<file path="config.mk">
export PLATFORM = sky130hd
export DESIGN_NAME = byte_to_symbol_slicer
export DESIGN_NICKNAME = d
export VERILOG_FILES = /design/src/rtl/core/bts_pkg.sv /design/src/rtl/core/bts_cfg.sv /design/src/rtl/core/bts_front.sv /design/src/rtl/core/bts_queue.sv /design/src/rtl/core/bts_back.sv /design/src/rtl/core/byte_to_symbol_slicer.sv
export SDC_FILE = /design/constraint.sdc
export NUM_CORES = 1
export LEC_CHECK = 0
export BUFFER_PORTS_ARGS = -buffer_cell sky130_fd_sc_hd__buf_2
export CAP_MARGIN = 0
export CORE_UTILIZATION = 60
export CTS_CLUSTER_SIZE = 12
export DETAILED_ROUTE_END_ITERATION = 6
export MAX_ROUTING_LAYER = met4
export PLACE_DENSITY = 0.78
export SETUP_SLACK_MARGIN = 0.4
export SYNTH_ARGS = -nofsm -noshare
export SYNTH_HDL_FRONTEND = slang
export SYNTH_SLANG_ARGS = --single-unit
</file>
<file path="constraint.sdc">
create_clock -name clk -period 10.7 [get_ports clk]
set_input_delay 2.14 -clock clk [delete_from_list [all_inputs] [get_ports clk]]
set_output_delay 2.14 -clock clk [all_outputs]
set_load 0.1 [all_outputs]
</file>
<file path="src/rtl/core/bts_pkg.sv">
`timescale 1ns / 1ps
`default_nettype none

package bts_pkg;

    localparam int ADDR_W      = 4;
    localparam int DATA_W      = 32;
    localparam int QUEUE_DEPTH = 4;

    localparam logic [3:0]  BPS_RESET = 4'd1;
    localparam logic [15:0] SPR_RESET = 16'd1000;

    typedef enum logic [1:0] {
        REG_BPS  = 2'd0,
        REG_MSB  = 2'd1,
        REG_SKIP = 2'd2,
        REG_SPR  = 2'd3
    } reg_idx_t;

    typedef struct packed {
        logic [3:0]  sym_width;
        logic        msb_first_input;
        logic [9:0]  skip_count;
        logic [15:0] symbols_per_record;
    } cfg_t;

    // one byte's worth of slicing work
    typedef struct packed {
        logic [14:0] acc;
        logic [3:0]  nbits;
        logic [3:0]  width;
        logic [3:0]  count;
        logic        ended;
    } work_t;

    function automatic logic [7:0] reverse8(input logic [7:0] v);
        logic [7:0] r;
        for (int k = 0; k < 8; k++)
        begin
            r[k] = v[7 - k];
        end
        return r;
    endfunction

    // symbols that fit in n bits at width b, capped at 8
    function automatic logic [3:0] sym_quotient(input logic [3:0] n, input logic [3:0] b);
        logic [3:0] q;
        logic [7:0] prod;
        q = 4'd0;
        for (int k = 1; k <= 8; k++)
        begin
            prod = 8'(k) * {4'd0, b};
            if (prod <= {4'd0, n})
            begin
                q = q + 4'd1;
            end
        end
        return q;
    endfunction

endpackage

`default_nettype wire

</file>
<file path="src/rtl/core/bts_cfg.sv">
`timescale 1ns / 1ps
`default_nettype none

module bts_cfg (
    input  wire logic                        clk,
    input  wire logic                        rst_n,
    input  wire logic                        psel,
    input  wire logic                        penable,
    input  wire logic                        pwrite,
    input  wire logic [bts_pkg::ADDR_W-1:0]  paddr,
    input  wire logic [bts_pkg::DATA_W-1:0]  pwdata,
    output logic      [bts_pkg::DATA_W-1:0]  prdata,
    output logic                             pready,
    output bts_pkg::cfg_t                    cfg,
    output logic                             bps_wr
);
    import bts_pkg::*;

    cfg_t     cfg_reg;
    cfg_t     cfg_next;
    reg_idx_t idx;
    logic     wr_en;

    assign idx    = reg_idx_t'(paddr[3:2]);
    assign wr_en  = psel && penable && pwrite;
    assign pready = 1'b1;
    assign cfg    = cfg_reg;
    assign bps_wr = wr_en && (idx == REG_BPS);

    always_comb
    begin
        cfg_next = cfg_reg;
        if (wr_en)
        begin
            unique case (idx)
                REG_BPS:  cfg_next.sym_width          = pwdata[3:0];
                REG_MSB:  cfg_next.msb_first_input    = pwdata[0];
                REG_SKIP: cfg_next.skip_count         = pwdata[9:0];
                REG_SPR:  cfg_next.symbols_per_record = pwdata[15:0];
            endcase
        end
    end

    always_comb
    begin
        unique case (idx)
            REG_BPS:  prdata = {28'd0, cfg_reg.sym_width};
            REG_MSB:  prdata = {31'd0, cfg_reg.msb_first_input};
            REG_SKIP: prdata = {22'd0, cfg_reg.skip_count};
            REG_SPR:  prdata = {16'd0, cfg_reg.symbols_per_record};
        endcase
    end

    always_ff @(posedge clk or negedge rst_n)
    begin
        if (!rst_n)
        begin
            cfg_reg.sym_width          <= BPS_RESET;
            cfg_reg.msb_first_input    <= 1'b0;
            cfg_reg.skip_count         <= 10'd0;
            cfg_reg.symbols_per_record <= SPR_RESET;
        end
        else
        begin
            cfg_reg <= cfg_next;
        end
    end

endmodule

`default_nettype wire

</file>
<file path="src/rtl/core/bts_front.sv">
`timescale 1ns / 1ps
`default_nettype none

module bts_front (
    input  wire logic          clk,
    input  wire logic          rst_n,
    input  wire bts_pkg::cfg_t cfg,
    input  wire logic          bps_wr,
    input  wire logic          accept,
    input  wire logic [7:0]    data_byte,
    output logic               entry_wr,
    output bts_pkg::work_t     entry
);
    import bts_pkg::*;

    logic [6:0]  leftover_bits_reg,  leftover_bits_next;
    logic [2:0]  leftover_count_reg, leftover_count_next;
    logic [9:0]  skipped_reg,        skipped_next;
    logic [15:0] symbols_done_reg,   symbols_done_next;
    logic        drop_spare_reg,     drop_spare_next;

    logic [3:0]  width;
    logic [15:0] limit;
    logic [7:0]  ordered;
    logic [3:0]  nbits;
    logic [14:0] acc;
    logic [3:0]  quot;
    logic [7:0]  hit;
    logic [3:0]  first;
    logic        ended;
    logic [3:0]  cnt;
    logic [7:0]  used;
    logic [3:0]  n_left;
    logic [7:0]  keep_mask;
    logic        skipping;
    logic        dropping;
    logic [15:0] sum;

    always_comb
    begin
        if (cfg.sym_width == 4'd0)
        begin
            width = 4'd1;
        end
        else if (cfg.sym_width > 4'd8)
        begin
            width = 4'd8;
        end
        else
        begin
            width = cfg.sym_width;
        end
        limit = (cfg.symbols_per_record == 16'd0) ? 16'd1 : cfg.symbols_per_record;
    end

    assign ordered = cfg.msb_first_input ? data_byte : reverse8(data_byte);
    assign nbits   = {1'b0, leftover_count_reg} + 4'd8;
    assign acc     = {leftover_bits_reg, ordered};
    assign quot    = sym_quotient(nbits, width);

    // record end lands on the first symbol whose running count reaches the limit
    always_comb
    begin
        for (int i = 0; i < 8; i++)
        begin
            sum    = symbols_done_reg + 16'(i + 1);
            hit[i] = (sum >= limit) && (4'(i + 1) <= quot);
        end
        first = 4'd0;
        for (int i = 7; i >= 0; i--)
        begin
            if (hit[i])
            begin
                first = 4'(i + 1);
            end
        end
    end

    assign ended     = |hit;
    assign cnt       = ended ? first : quot;
    assign used      = {4'd0, cnt} * {4'd0, width};
    assign n_left    = nbits - used[3:0];
    assign keep_mask = (8'd1 << n_left[2:0]) - 8'd1;
    assign skipping  = skipped_reg < cfg.skip_count;
    assign dropping  = drop_spare_reg || skipping;

    assign entry_wr    = accept && !dropping;
    assign entry.acc   = acc;
    assign entry.nbits = nbits;
    assign entry.width = width;
    assign entry.count = cnt;
    assign entry.ended = ended;

    always_comb
    begin
        leftover_bits_next  = leftover_bits_reg;
        leftover_count_next = leftover_count_reg;
        skipped_next        = skipped_reg;
        symbols_done_next   = symbols_done_reg;
        drop_spare_next     = drop_spare_reg;
        if (accept)
        begin
            priority if (drop_spare_reg)
            begin
                drop_spare_next = 1'b0;
            end
            else if (skipping)
            begin
                skipped_next = skipped_reg + 10'd1;
            end
            else if (ended)
            begin
                drop_spare_next     = (n_left == 4'd0);
                leftover_bits_next  = 7'd0;
                leftover_count_next = 3'd0;
                symbols_done_next   = 16'd0;
                skipped_next        = 10'd0;
            end
            else
            begin
                leftover_count_next = n_left[2:0];
                leftover_bits_next  = acc[6:0] & keep_mask[6:0];
                symbols_done_next   = symbols_done_reg + {12'd0, cnt};
            end
        end
        if (bps_wr)
        begin
            leftover_bits_next  = 7'd0;
            leftover_count_next = 3'd0;
        end
    end

    always_ff @(posedge clk or negedge rst_n)
    begin
        if (!rst_n)
        begin
            leftover_bits_reg  <= 7'd0;
            leftover_count_reg <= 3'd0;
            skipped_reg        <= 10'd0;
            symbols_done_reg   <= 16'd0;
            drop_spare_reg     <= 1'b0;
        end
        else
        begin
            leftover_bits_reg  <= leftover_bits_next;
            leftover_count_reg <= leftover_count_next;
            skipped_reg        <= skipped_next;
            symbols_done_reg   <= symbols_done_next;
            drop_spare_reg     <= drop_spare_next;
        end
    end

`ifndef NO_ASSERTIONS
    a_spare_clean: assert property (@(posedge clk) disable iff (!rst_n)
        drop_spare_reg |-> (leftover_count_reg == 3'd0) && (symbols_done_reg == 16'd0))
        else $error("spare byte pending with live record state");

    a_entry_count: assert property (@(posedge clk) disable iff (!rst_n)
        entry_wr |-> (entry.count != 4'd0) && (entry.count <= 4'd8)
                     && (used[3:0] <= nbits))
        else $error("bad symbol count for byte");
`endif

endmodule

`default_nettype wire

</file>
<file path="src/rtl/core/bts_queue.sv">
`timescale 1ns / 1ps
`default_nettype none

module bts_queue #(
    parameter int DEPTH = bts_pkg::QUEUE_DEPTH
) (
    input  wire logic           clk,
    input  wire logic           rst_n,
    input  wire logic           wr,
    input  wire bts_pkg::work_t wdata,
    input  wire logic           rd,
    output bts_pkg::work_t      rdata,
    output logic                full,
    output logic                empty
);
    import bts_pkg::*;

    localparam int PTR_W = (DEPTH > 1) ? $clog2(DEPTH) : 1;
    localparam int CNT_W = $clog2(DEPTH + 1);
    localparam logic [PTR_W-1:0] LAST_PTR = PTR_W'(DEPTH - 1);

    work_t             mem [DEPTH];
    logic [PTR_W-1:0]  wptr_reg, wptr_next;
    logic [PTR_W-1:0]  rptr_reg, rptr_next;
    logic [CNT_W-1:0]  count_reg, count_next;
    logic              do_wr;
    logic              do_rd;

    assign full  = (count_reg == CNT_W'(DEPTH));
    assign empty = (count_reg == '0);
    assign do_wr = wr && !full;
    assign do_rd = rd && !empty;
    assign rdata = mem[rptr_reg];

    always_comb
    begin
        wptr_next  = wptr_reg;
        rptr_next  = rptr_reg;
        count_next = count_reg;
        if (do_wr)
        begin
            wptr_next = (wptr_reg == LAST_PTR) ? '0 : wptr_reg + PTR_W'(1);
        end
        if (do_rd)
        begin
            rptr_next = (rptr_reg == LAST_PTR) ? '0 : rptr_reg + PTR_W'(1);
        end
        if (do_wr && !do_rd)
        begin
            count_next = count_reg + CNT_W'(1);
        end
        else if (do_rd && !do_wr)
        begin
            count_next = count_reg - CNT_W'(1);
        end
    end

    always_ff @(posedge clk)
    begin
        if (do_wr)
        begin
            mem[wptr_reg] <= wdata;
        end
    end

    always_ff @(posedge clk or negedge rst_n)
    begin
        if (!rst_n)
        begin
            wptr_reg  <= '0;
            rptr_reg  <= '0;
            count_reg <= '0;
        end
        else
        begin
            wptr_reg  <= wptr_next;
            rptr_reg  <= rptr_next;
            count_reg <= count_next;
        end
    end

`ifndef NO_ASSERTIONS
    a_count_bound: assert property (@(posedge clk) disable iff (!rst_n)
        count_reg <= CNT_W'(DEPTH))
        else $error("queue count out of range");

    a_no_overflow: assert property (@(posedge clk) disable iff (!rst_n)
        wr |-> !full)
        else $error("work item written into full queue");
`endif

endmodule

`default_nettype wire

</file>
<file path="src/rtl/core/bts_back.sv">
`timescale 1ns / 1ps
`default_nettype none

module bts_back (
    input  wire logic           clk,
    input  wire logic           rst_n,
    input  wire bts_pkg::work_t head,
    input  wire logic           head_valid,
    output logic                head_rd,
    input  wire logic           pop,
    output logic                empty,
    output logic [7:0]          symbol,
    output logic                last_of_run,
    output logic                record_end
);
    import bts_pkg::*;

    logic [3:0]  idx_reg,  idx_next;
    logic [3:0]  pos_reg,  pos_next;
    logic        out_valid_reg, out_valid_next;
    logic [7:0]  symbol_reg;
    logic        last_reg;
    logic        rend_reg;

    logic        advance;
    logic [3:0]  pos_cur;
    logic [14:0] shifted;
    logic [8:0]  sym_mask;
    logic        is_last;

    assign advance  = head_valid && (!out_valid_reg || pop);
    assign pos_cur  = (idx_reg == 4'd0) ? head.nbits : pos_reg;
    assign pos_next = pos_cur - head.width;
    assign shifted  = head.acc >> pos_next;
    assign sym_mask = (9'd1 << head.width) - 9'd1;
    assign is_last  = (idx_reg + 4'd1) == head.count;
    assign head_rd  = advance && is_last;
    assign idx_next = is_last ? 4'd0 : idx_reg + 4'd1;

    always_comb
    begin
        out_valid_next = out_valid_reg;
        if (advance)
        begin
            out_valid_next = 1'b1;
        end
        else if (pop)
        begin
            out_valid_next = 1'b0;
        end
    end

    always_ff @(posedge clk)
    begin
        if (advance)
        begin
            symbol_reg <= shifted[7:0] & sym_mask[7:0];
            last_reg   <= is_last;
            rend_reg   <= is_last && head.ended;
        end
    end

    always_ff @(posedge clk or negedge rst_n)
    begin
        if (!rst_n)
        begin
            idx_reg       <= 4'd0;
            pos_reg       <= 4'd0;
            out_valid_reg <= 1'b0;
        end
        else
        begin
            out_valid_reg <= out_valid_next;
            if (advance)
            begin
                idx_reg <= idx_next;
                pos_reg <= pos_next;
            end
        end
    end

    assign empty       = !out_valid_reg;
    assign symbol      = symbol_reg;
    assign last_of_run = last_reg;
    assign record_end  = rend_reg;

`ifndef NO_ASSERTIONS
    a_idx_in_item: assert property (@(posedge clk) disable iff (!rst_n)
        head_valid |-> idx_reg < head.count)
        else $error("symbol index past end of item");
`endif

endmodule

`default_nettype wire

</file>
<file path="src/rtl/core/byte_to_symbol_slicer.sv">
// Byte-to-symbol slicer: an 8-to-N bit gearbox. Bytes go in through a queue-style port
// (push/full) and symbols of 1 to 8 bits come out through another (empty/pop), one
// symbol per item. The front end takes one byte per cycle whenever the internal work
// queue (DEPTH entries) has room; skip and spare bytes are absorbed there and produce
// nothing. The back end emits one symbol per cycle while pop keeps taking them, from a
// registered output stage, so a byte that yields k symbols (up to 8 at 1-bit width)
// holds the back end until all k have been emitted. Configuration is
// through an APB port, registers at 0x0 (width), 0x4 (MSB-first), 0x8 (skip bytes),
// 0xC (symbols per record); write them only while the block is idle.
`timescale 1ns / 1ps
`default_nettype none

module byte_to_symbol_slicer #(
    parameter int DEPTH = bts_pkg::QUEUE_DEPTH
) (
    input  wire logic                        clk,
    input  wire logic                        rst_n,
    input  wire logic                        psel,
    input  wire logic                        penable,
    input  wire logic                        pwrite,
    input  wire logic [bts_pkg::ADDR_W-1:0]  paddr,
    input  wire logic [bts_pkg::DATA_W-1:0]  pwdata,
    output logic      [bts_pkg::DATA_W-1:0]  prdata,
    output logic                             pready,
    input  wire logic                        push,
    output logic                             full,
    input  wire logic [7:0]                  data_byte,
    output logic                             empty,
    input  wire logic                        pop,
    output logic      [7:0]                  symbol,
    output logic                             last_of_run,
    output logic                             record_end
);
    import bts_pkg::*;

    cfg_t  cfg;
    logic  bps_wr;
    logic  accept;
    logic  entry_wr;
    work_t entry;
    work_t head;
    logic  q_empty;
    logic  head_rd;

    assign accept = push && !full;

    bts_cfg u_cfg (
        .clk     (clk),
        .rst_n   (rst_n),
        .psel    (psel),
        .penable (penable),
        .pwrite  (pwrite),
        .paddr   (paddr),
        .pwdata  (pwdata),
        .prdata  (prdata),
        .pready  (pready),
        .cfg     (cfg),
        .bps_wr  (bps_wr)
    );

    bts_front u_front (
        .clk       (clk),
        .rst_n     (rst_n),
        .cfg       (cfg),
        .bps_wr    (bps_wr),
        .accept    (accept),
        .data_byte (data_byte),
        .entry_wr  (entry_wr),
        .entry     (entry)
    );

    bts_queue #(
        .DEPTH (DEPTH)
    ) u_queue (
        .clk   (clk),
        .rst_n (rst_n),
        .wr    (entry_wr),
        .wdata (entry),
        .rd    (head_rd),
        .rdata (head),
        .full  (full),
        .empty (q_empty)
    );

    bts_back u_back (
        .clk         (clk),
        .rst_n       (rst_n),
        .head        (head),
        .head_valid  (!q_empty),
        .head_rd     (head_rd),
        .pop         (pop),
        .empty       (empty),
        .symbol      (symbol),
        .last_of_run (last_of_run),
        .record_end  (record_end)
    );

endmodule

`default_nettype wire
</file>
After elaboration in Yosys (flattened, before gate mapping)
Memory sizes are Yosys's and may differ from the RTL's.
Cells that the tools add are included.

word-level totals
  bits in registers = 94
  latch bits = 0
  memory bits (writable) = 112
  ROM bits = 0
  bits of input ports = 51
  output and inout bits = 45
  word-level logic and storage cells = 187
  memories = 1

memory list
  memory       depth  width  read ports  clocked after memory_dff  wr ports  RTL line         RTL
  u_queue.mem  4      28     1           0                         1         bts_queue.sv:22  work_t mem [DEPTH];

operators by class
  add/sub/neg operators = 27
  $mul = 5
  div/mod/pow operators = 0
  order comparisons = 26
  equal/unequal tests = 9
  shift operators = 3
  mux-type cells = 48
  bitwise gates (word level) = 4
  reduce and logical (&&, ||, !) cells = 46

operators by type and width
  kind                     count
  $ge A16 B16 Y1           8
  $pmux W32 S4             1
  $mux W4                  20
  $add A16 B3 Y16 const B  4
  $mux W7                  5
  $add A16 B2 Y16 const B  2
  $mux W16                 2
  $add A4 B1 Y4 const B    7
  $le A7 B4 Y1             4
  $mux W3                  7
  $logic_and A1 B1 Y1      20
  $mux W10                 2
  $add A16 B1 Y16 const B  1
  $add A16 B4 Y16          1
  $add A16 B4 Y16 const B  1
  $le A3 B4 Y1 const A     4
  $logic_not A16 Y1        1
  $shr A15 B4 Y8           1
  $mul A3 B4 Y7 const A    2
  $le A6 B4 Y1             2
  $logic_not A4 Y1         3
  $mul A2 B4 Y6 const A    2
  $add A10 B1 Y10 const B  1
  $lt A10 B10 Y1           1
  other kinds (36)         66

Longest topological paths before layout
  depth after elaboration = 40
  depth in mapped cells = 48
  mapped depth without buffers = 48

By module
A second synthesis with hierarchy kept.

unflattened totals
  cells, all modules = 1539
  area, all modules = 16467.0 um2

modules (own cells, without submodules)
  module                 instances  cells each  area each (um2)  seq. area each (um2)
  bts_front              1          1077        8645.8           925.9
  bts_queue              1          183         4469.3           3538.4
  bts_cfg                1          119         1695.4           784.5
  bts_back               1          158         1639.1           525.5
  byte_to_symbol_slicer  1          2           17.5             0.0

Worst setup path after synthesis
OpenSTA, ideal clock, no wires.

  path type = flip-flop to flip-flop
  from = register u_cfg.cfg_reg (netlist bit u_cfg.cfg[29])
  to = register u_front.leftover_bits_reg[4]
  library setup time = 0.132 ns
  arrival time = 9.184 ns
  required time = 10.568 ns
  slack = 1.385 ns
  stages on the path, launching flop included = 47
  buffers on the path = 1
  clock period less this slack = 9.315 ns
  cell sequence = dfrtp_1 -> buf_2 -> nor2_1 -> o21ai_1 -> inv_1 -> ha_1 -> fa_1 -> ha_1 -> nand3b_1 -> and2_1 -> o211ai_2 -> xor2_1 -> nor2_1 -> xnor2_1 -> ha_1 -> nor3b_1 -> a21oi_1 -> xnor2_1 -> [11 not listed] -> or2_2 -> or3_1 -> a32o_1 -> o21ai_4 -> nor2_1 -> ha_1 -> inv_1 -> fa_1 -> fa_1 -> xor2_1 -> nor3_1 -> inv_1 -> ha_1 -> nor2_1 -> mux2i_1 -> o21ai_0 -> a32oi_1 -> nor2_1

RTL lines
  item                    RTL line          RTL
  start, declared         bts_cfg.sv:19     cfg_t cfg_reg;
  start signal, assigned  bts_cfg.sv:65     cfg_reg <= cfg_next;
  end signal, assigned    bts_front.sv:145  leftover_bits_reg <= leftover_bits_next;
  end, declared           bts_front.sv:16   logic [6:0] leftover_bits_reg, leftover_bits_next;

==> impl_results.md <==
- Slowest CP cell: fa_1
- Crit path launch type: register
- Final core utilization: approximately two thirds
- Die H: 164 µm
- Core Region: 25900 µm²
- Total grt overflow: 0
- Crit path DAT: 9.98 ns
- Crit Path Max Fanout: 10
- Relative slew slack: 25.9%
- Initial antenna violation count: 0
- Worst Tran Pin Value: about 1.1 ns
- H-tree depth: 1
- Wirelength per Cell: about 19 µm
- IO Count: 96
- Post-Syn Instances: approximately 1600
- Row count: 59
- Synth warnings: 0
- Clk_skew: just under 0.02 ns
- WP data required: ~11 ns
- Vias in the first global route: 11908
- Most frequent cells in the layout: 191 x ha_1, 138 x nor2_1, 123 x nand2_1, 118 x edfxtp_1, 92 x inv_1
- Initial DRC count: between 700 and 800
- # diodes: 0
- Post-placement cell count: ~1900
- Final wirelength: approximately 38000 µm
- Minimum clock period: a little under 10 ns
- Finished Layout Cells: ~2000
- Seq/Total Area, Yosys: between 30% and 40%
- Dpl hpwl: 27100 µm
- Synth cell types: 89
- Root Buffer Master: clkbuf_16
- Fillers: 1993
- Worst Setup End Kind: register
- Residual DRC count: 0
- Final ANT Viol Nets: 0
- Max stage delay on crit path: roughly 0.46 ns
- Fmax achieved: ~100 MHz
- CP top delay family: adder cells
- TritonCTS buffer count: 23
- Max Buffers Root-to-Sink: 3
- Final hold viol count: 0
- Skew-Pair Late Insertion Delay: approximately 0.5 ns
- Final nets: between 1500 and 2000
- Port-buffer cells: 60
- Cts hold-fix bufs: 0
- Via Count: approximately 12000
- Die area: roughly 27000 µm²
- Seq cells post-synth: a little over 200
- Commonest non-fill, non-tap cell in the layout: ha_1
- GRT Total Usage: between 20% and 30%
- DR pass1 iterations: 5
- Post-Syn Area: approximately 16000 µm²
- Outcome: complete, no violations
- Slew Viols, Final: 0
- Initial Utilization: about three fifths
- Period utilization: about nine tenths
- Area grow syn2layout: 8.34%
- Largest net degree at the start of global routing: between 70 and 80
- Die X: ~160 µm
- Setup TNS: 0 ns
- Syn avg cell area: roughly 10 µm²
- RePlAce Congestion: 0.889
- Layout cells sized above 1: 13.2%
- Via/cell ratio: a little over 6
- Final setup violation count: 0
- FF+latch area: ~5700 µm²
- Clock-pin slew on the worst setup and hold paths: 0.06 ns
- TritonCTS clock tree: done
- Post-synth ARST share: about 42%
- Max reg flops: roughly 110
- Clock sinks: roughly 200
- Buffers plus inverters on the worst setup path: 8
- Hold WC Path Type: reg -> reg
- RSZ-0062 raised after global routing: false
- Max-cap violations: 0
- First-pass GRT wire length: roughly 60000 µm
- Post-synth EDFFs: around 120
- Multi-input logic area: between 9000 and 10000 µm²
- Most common flop cell mapped by yosys: edfxtp_1
- Worst setup path category: reg -> reg
[worst register-to-register path, delay by kind of cell, from the launching register on]
family                     cells  cell delay (ns)
adders and majority gates     10             3.42
and+or+nand+nor               13             1.99
AOI/OAI and AO/OA              9             1.68
buffers and inverters          8             0.95
xor gates and xnor gates       3             0.65
DFF                            1             0.39
muxes                          3             0.37
[cell type report]
class | count | share of cell area (%)
Multi-Input combinational cell | 1206 | 55.8
Sequential cell | 202 | 33.1
Clock buffer | 35 | 3.69
Timing Repair Buffer | 78 | 2.56
Tap cell | 335 | 2.45
Inverter | 95 | 2.09
Clock inverter | 6 | 0.373
[through the flow]
stage / setup WS, ns / cell area [µm²] / hold WS (ns)
6_report: 1.06 / 17100 / 0.489
2_1_floorplan: 1.38 / 15800 / 0.446
3_3_place_gp: 0.606 / 16300 / 0.463
4_1_cts: 0.402 / 17000 / 0.492
3_5_place_dp: 0.463 / 16300 / 0.479
5_1_grt: 0.385 / 17100 / 0.525
[repair_timing]
item / in CTS / in global routing
pin swaps: 0 / 2
resized for setup: 1 / 11
endpoints found under the setup margin: 1 / 6
setup buffers: 0 / 4
[cell families after synthesis]
logic type               share of synthesized area [%]
AO/OA/AOI/OAI                                     13.3
flip-flops                                        35.8
adder cells (fa/ha/maj)                           16.6
XOR/XNOR                                          8.80
multiplexers                                      7.78
other                                           0.0476
buffers and inverters                             4.61
AND/OR/NAND/NOR                                   13.1
[worst paths after layout]
kind / startpoint / endpoint / slack (ns) / cells after the start
hold / removal: u_back.pos_reg[0] / u_back.pos_reg[0] / 0.49 / 2
setup / recovery: u_cfg.cfg[30] / u_front.leftover_bits_reg[4] / 1.06 / 46
hold reg to reg: u_back.pos_reg[0] / u_back.pos_reg[0] / 0.49 / 2
max in group asynchronous: rst_n / u_cfg.cfg[28] / 7.93 / 2
min in group asynchronous: rst_n / u_back.idx_reg[2] / 1.48 / 1
setup reg to reg: u_cfg.cfg[30] / u_front.leftover_bits_reg[4] / 1.06 / 46
[metal layers]
metal,track usage [%],up-vias,share of wire [%]
met3,3.74,84,5.9
li1,-,5702,-
met4,10.6,0,3.3
met1,36.8,5888,41
met5,-,-,0
met2,50.2,402,50
[Yosys cell counts, types with 10 or more instances]
| master | instances | area, µm² |
|---|---|---|
| and2_1 | 12 | 75.1 |
| o21ai_0 | 86 | 430 |
| xor2_1 | 75 | 657 |
| a21oi_1 | 64 | 320 |
| inv_1 | 93 | 349 |
| fa_1 | 11 | 220 |
| nor2_1 | 138 | 518 |
| ha_1 | 192 | 2400 |
| nand2b_1 | 16 | 100 |
| nand2_1 | 123 | 462 |
| buf_4 | 18 | 135 |
| a211oi_1 | 13 | 97.6 |
| nand3_1 | 26 | 130 |
| mux4_2 | 30 | 676 |
| edfxtp_1 | 118 | 3540 |
| mux2i_1 | 21 | 210 |
| nor2b_1 | 14 | 87.6 |
| dfrtp_1 | 77 | 1930 |
| xnor2_1 | 74 | 648 |
| clkbuf_1 | 40 | 150 |
| nor4_1 | 10 | 62.6 |
| mux2_2 | 28 | 315 |
| buf_1 | 17 | 63.8 |
| nor3_1 | 28 | 140 |
| or3_1 | 17 | 106 |
| a21o_1 | 50 | 375 |
| nand4_1 | 22 | 138 |
Power is not shown: default switching activity piles up to over one toggle a cycle in this logic, so the estimate is an artifact.
